`src/hw/rtl/ped_pkg.sv`:
```
// ----------------------------------------------------------------------------
// ped_pkg
// types and constants shared by the pairwise distance block
// ----------------------------------------------------------------------------
package ped_pkg;

	localparam int MaxRowsDef   = 8;
	localparam int MaxLengthDef = 512;
	localparam int FracBitsDef  = 12;

	localparam logic [1:0] ModeLoadA   = 2'd0;
	localparam logic [1:0] ModeLoadB   = 2'd1;
	localparam logic [1:0] ModeCompute = 2'd2;

	localparam logic [1:0] RegRowsA = 2'd0;
	localparam logic [1:0] RegRowsB = 2'd1;
	localparam logic [1:0] RegVecLen = 2'd2;

	localparam int DistW = 21;

	typedef struct packed {
		logic [1:0]         mode;
		logic signed [15:0] feature;
	} req_t;

	typedef struct packed {
		logic [DistW-1:0] distance;
		logic [2:0]       row_a;
		logic [2:0]       row_b;
		logic             last;
	} res_t;

endpackage

```
`src/hw/rtl/ped_isqrt.sv`:
```
// ----------------------------------------------------------------------------
// ped_isqrt
// floor square root, one result bit per cycle, saturated to the output width
// ----------------------------------------------------------------------------
module ped_isqrt #(
	parameter int SumW = 42
) (
	input  logic                      clk,
	input  logic                      arst_n,
	input  logic                      go,
	input  logic [SumW-1:0]           radicand,
	output logic                      done,
	output logic [ped_pkg::DistW-1:0] root
);
	import ped_pkg::*;

	localparam int RootW = (SumW + 1) / 2;
	localparam int CntW  = $clog2(RootW + 1);

	logic [RootW-1:0]  root_q;
	logic [RootW+1:0]  rem_q;
	logic [2*RootW-1:0] val_q;
	logic [CntW-1:0]   cnt_q;
	logic              busy_q;
	logic [RootW+1:0]  rem_sh;
	logic [RootW+1:0]  trial;

	assign rem_sh = {rem_q[RootW-1:0], val_q[2*RootW-1 -: 2]};
	assign trial  = {root_q, 2'b01};

	always_ff @(posedge clk or negedge arst_n) begin
		if (!arst_n) begin
			busy_q <= 1'b0;
			done   <= 1'b0;
			cnt_q  <= '0;
		end else begin
			done <= 1'b0;
			if (go) begin
				busy_q <= 1'b1;
				cnt_q  <= CntW'(RootW);
			end else if (busy_q) begin
				cnt_q <= cnt_q - 1'b1;
				if (cnt_q == CntW'(1)) begin
					busy_q <= 1'b0;
					done   <= 1'b1;
				end
			end
		end
	end

	always_ff @(posedge clk) begin
		if (go) begin
			root_q <= '0;
			rem_q  <= '0;
			val_q  <= (2*RootW)'(radicand);
		end else if (busy_q) begin
			val_q <= val_q << 2;
			if (rem_sh >= trial) begin
				rem_q  <= rem_sh - trial;
				root_q <= {root_q[RootW-2:0], 1'b1};
			end else begin
				rem_q  <= rem_sh;
				root_q <= {root_q[RootW-2:0], 1'b0};
			end
		end
	end

	generate
		if (RootW > DistW) begin : g_sat
			assign root = (|root_q[RootW-1:DistW]) ? {DistW{1'b1}} : root_q[DistW-1:0];
		end else begin : g_ext
			assign root = DistW'(root_q);
		end
	endgenerate

endmodule

```
`config.mk`:
```
export PLATFORM = sky130hd
export DESIGN_NAME = ped_isqrt
export DESIGN_NICKNAME = d
export VERILOG_FILES = /design/src/hw/rtl/ped_pkg.sv /design/src/hw/rtl/ped_isqrt.sv
export SDC_FILE = /design/constraint.sdc
export NUM_CORES = 1
export LEC_CHECK = 0
export ABC_CLOCK_PERIOD_IN_PS = 4000
export BUFFER_PORTS_ARGS = -buffer_cell sky130_fd_sc_hd__buf_2
export CORE_MARGIN = 3
export CORE_UTILIZATION = 50
export CTS_BUF_LIST = sky130_fd_sc_hd__clkbuf_8 sky130_fd_sc_hd__clkbuf_16
export CTS_CLUSTER_SIZE = 30
export DETAILED_ROUTE_END_ITERATION = 16
export PLACE_DENSITY = 0.71
export SETUP_SLACK_MARGIN = 0.2
export SYNTH_ARGS = -nofsm -noshare
export SYNTH_HDL_FRONTEND = slang
export SYNTH_SLANG_ARGS = --single-unit
```
`constraint.sdc`:
```
create_clock -name clk -period 4 [get_ports clk]
set_clock_uncertainty 0.1 [all_clocks]
set_input_delay 0.4 -clock clk [delete_from_list [all_inputs] [get_ports clk]]
set_output_delay 0.4 -clock clk [all_outputs]
set_load 0.005 [all_outputs]
```
==> key figures <==
Run status
  – Status: finished, final reports clean

Route
  – Via count: 3683
  – DRC Markers: 0
  – Via density: 5.51
  – Antenna-violating nets left: 0
  – First DRT Iteration DRCs: 286
  – WL final: 9.79 mm
  – 1st-pass router iterations: 4
  – DR WL/cell: 14.6 um

Timing
  – Max Slew Vio Count: 0
  – TNS Setup: 0 ns
  – Unrepaired setup endpoints after global routing: false
  – Final WS setup: 0.835 ns
  – Final setup violating endpoints: 0
  – Fin crit share: 79.1%
  – Final Hold Fails: 0
  – Slew headroom: 32.0%
  – Crit path time final: 3.16 ns
  – Worst-margin pin slew: 1.02 ns
  – Fmax: 316 MHz

Floorplan
  – Die width: 106 um
  – Core area: 9460 um^2
  – Die height: 106 um
  – Starting density of the core: 52.6%
  – FP Rows: 35
  – Die ar.: 11200 um^2
  – I/O pin count: 67

Finish
  – Layout cells sized above 1: 25.0%
  – Final Instance Count excl. Fillers: 669
  – Antenna Diode Count: 0
  – Area grow syn2layout: 12.3%
  – Layout net count: 605
  – Design area: 5580 um^2

Pwr
  – P per Cell Area: 640 nW/um^2
  – Total power: 0.00357 W
  – Worst VDD drop: 0.353 mV
  – Leakage: 2.44 nW

Worst hold path
  – Hold Crit Class: input pin to flop
  – Hold endpoint: val_q[0]$_SDFFCE_PN0P_
  – Hold Startpoint: radicand[0]
  – Worst Hold Path Cells: 2

Global route
  – Initial antenna violation count: 0
  – Vias in the first global route: 3550
  – GR Util All Layers: 18.1%
  – First-pass GRT wire length: 16.6 mm
  – Largest net degree at the start of global routing: 93
  – Total grt overflow: 0

Worst setup path
  – Required @ worst endpoint: 4.09 ns
  – WP buf/inv: 2
  – Arrival @ worst endpoint: 3.26 ns
  – Largest stage delay on the critical path: 0.51 ns
  – Worst-path maximum fanout: 10
  – Worst r2r dst: rem_q[8]$_SDFFE_PP0P_
  – R2R setup slack: 0.84 ns
  – Setup CP Type: flop to flop
  – Critical path launch point type: flop
  – CP top delay family: compound AO/OA/AOI/OAI gates
  – Critical R2R Launch: root[4]$_SDFFE_PP0P_
  – CP Capture Type: flop
  – Slowest stage cell, crit path: a21oi_2
  – Reg2reg path depth: 10
  – Cells along the critical path: inv_1 -> ha_1 -> o211ai_1 -> or2_1 -> a2111oi_4 -> nor4_2 -> a21oi_2 -> buf_4 -> mux2i_1 -> a211oi_1

Clock network
  – Clock tree buffer depth: 2
  – Post-CTS sizing: 0
  – H-tree levels: 3
  – Clk Latency, worst-skew pair: 0.36 ns
  – Root Buffer: clkbuf_8
  – CTS tree: done
  – Worst-path clk slew: 0.10 ns
  – Setup Buffers After CTS: 0
  – Cts bufs inserted: 9
  – Sink Count: 91

Synthesis
  – Post-synth EDFFs: 42
  – Yosys top cell by area: edfxtp_1
  – Sequential-to-total area share from yosys stat: 45.8%
  – Post-synthesis async set-or-reset flop share: 7.69%
  – Mean Syn Cell Area: 10.4 um^2
  – Mapped cell area: 4970 um^2
  – Synth warn: 0
  – Flops & latches, synth: 91
  – Syn Nets: 546
  – Post-synth top area share: 25.4%
  – Synth area leaders: edfxtp_1 25%, dfxtp_1 17%, mux2_2 9.1%
  – Post-synth top flop: edfxtp_1
  – Distinct cells, synth: 60
  – Post-Syn Instances: 476

Placed design
  – Hpwl dp: 6.85 mm
  – Number of port buffers: 66
  – Number of instances in the placed design: 652
  – Cell Area, Placed: 5380 um^2
  – GPL Wtd Cong: 0.904
  – Pre-CTS setup slack: 0.875 ns

Flow run
  – Max Cap Viol: 0
metrics by stage:
step / hold slack [ns] / utilization, %
finish: 0.217 / 59.0
global route: 0.213 / 59.0
CTS: 0.206 / 59.0
detailed placement: 0.142 / 56.9
global placement: 0.139 / 56.9
floorplan: 0.00441 / -
layout make-up:
cell class,instances,area (um^2)
Tap cell,129,161
Multi-Input combinational cell,334,2480
Inverter,29,109
Clock buffer,9,124
Sequential cell,91,2280
Clock inverter,7,66.3
Timing Repair Buffer,70,365
Fill cell,854,3870
repair_timing:
action	in CTS	in global routing
hold buffers	1	0
hold endpoints to repair	7	0
setup endpoints to repair	0	0
state kept, by name (all words and copies together) (netlist names):
name	flops
cnt_q	5
root	21
val_q	42
rem_q	21
done	1
busy_q	1
cells in the final DEF, fill, tap and decap left out, drive strengths merged, types with 3 or more instances in the layout:
master and count:
buf 69, nor2 54, dfxtp 42, edfxtp 42, mux2 40, inv 33
mux2i 29, nand2 28, ha 25, a21oi 23, o21ai 15, a211oi 13
xnor2 11, nand2b 10, clkbuf 9, a21o 8, nor3 7, xor2 7
a311oi 7, dfrtp 7, o211ai 6, a31oi 5, and2 4, nand4 3
nor2b 3, o22ai 3
cells in the mapped netlist (3+ instances only):
cell type	number
ha_1	25
nor2_1	54
mux2i_1	29
inv_1	29
nor2b_1	3
xor2_1	7
nand2_1	28
nand4_1	3
a311oi_1	6
dfrtp_1	7
mux2_2	40
nand2b_1	10
o22ai_1	3
dfxtp_1	42
xnor2_1	11
o211ai_1	6
edfxtp_1	42
a31oi_1	5
and2_1	4
a211oi_1	12
o21ai_0	13
nor3_1	7
clkbuf_1	17
a21o_1	8
a21oi_1	22
where the power goes:
part / total (W) / switching (W) / internal [W]
Sequential: 0.00120 / 0.0000846 / 0.00111
Clock: 0.000606 / 0.000366 / 0.000240
Combinational: 0.00177 / 0.000994 / 0.000778
Total: 0.00357 / 0.00144 / 0.00213
worst max-delay path by stage:
stage	start	to	cells past startpoint
after floorplan	root[14]$_SDFFE_PP0P_	rem_q[14]$_SDFFE_PP0P_	10
after global placement	root[4]$_SDFFE_PP0P_	rem_q[8]$_SDFFE_PP0P_	10
after detailed placement	root[4]$_SDFFE_PP0P_	rem_q[8]$_SDFFE_PP0P_	10
after CTS	root[4]$_SDFFE_PP0P_	rem_q[8]$_SDFFE_PP0P_	10
after global routing	root[4]$_SDFFE_PP0P_	rem_q[8]$_SDFFE_PP0P_	10
final	root[4]$_SDFFE_PP0P_	rem_q[8]$_SDFFE_PP0P_	10
cell families (layout without fill, tap and decap cells):
family	after synthesis	count (layout)	synth area share, %
compound gates	96	96	13.6
simple gates	126	126	11.9
mux	69	69	14.9
buf+inv	51	115	4.33
fa+ha+maj	25	25	6.29
xor+xnor	18	18	3.17
flops	91	91	45.8
routing by layer:
layer / track usage, % / part of all wire [%] / up-vias
li1: - / - / 1841
met5: 0 / 0 / -
met4: 5.64 / 1.8 / 0
met3: 4.04 / 4.2 / 15
met2: 28.6 / 48 / 73
met1: 24.6 / 46 / 1754
Note: power is estimated with default switching activity, not from simulation.
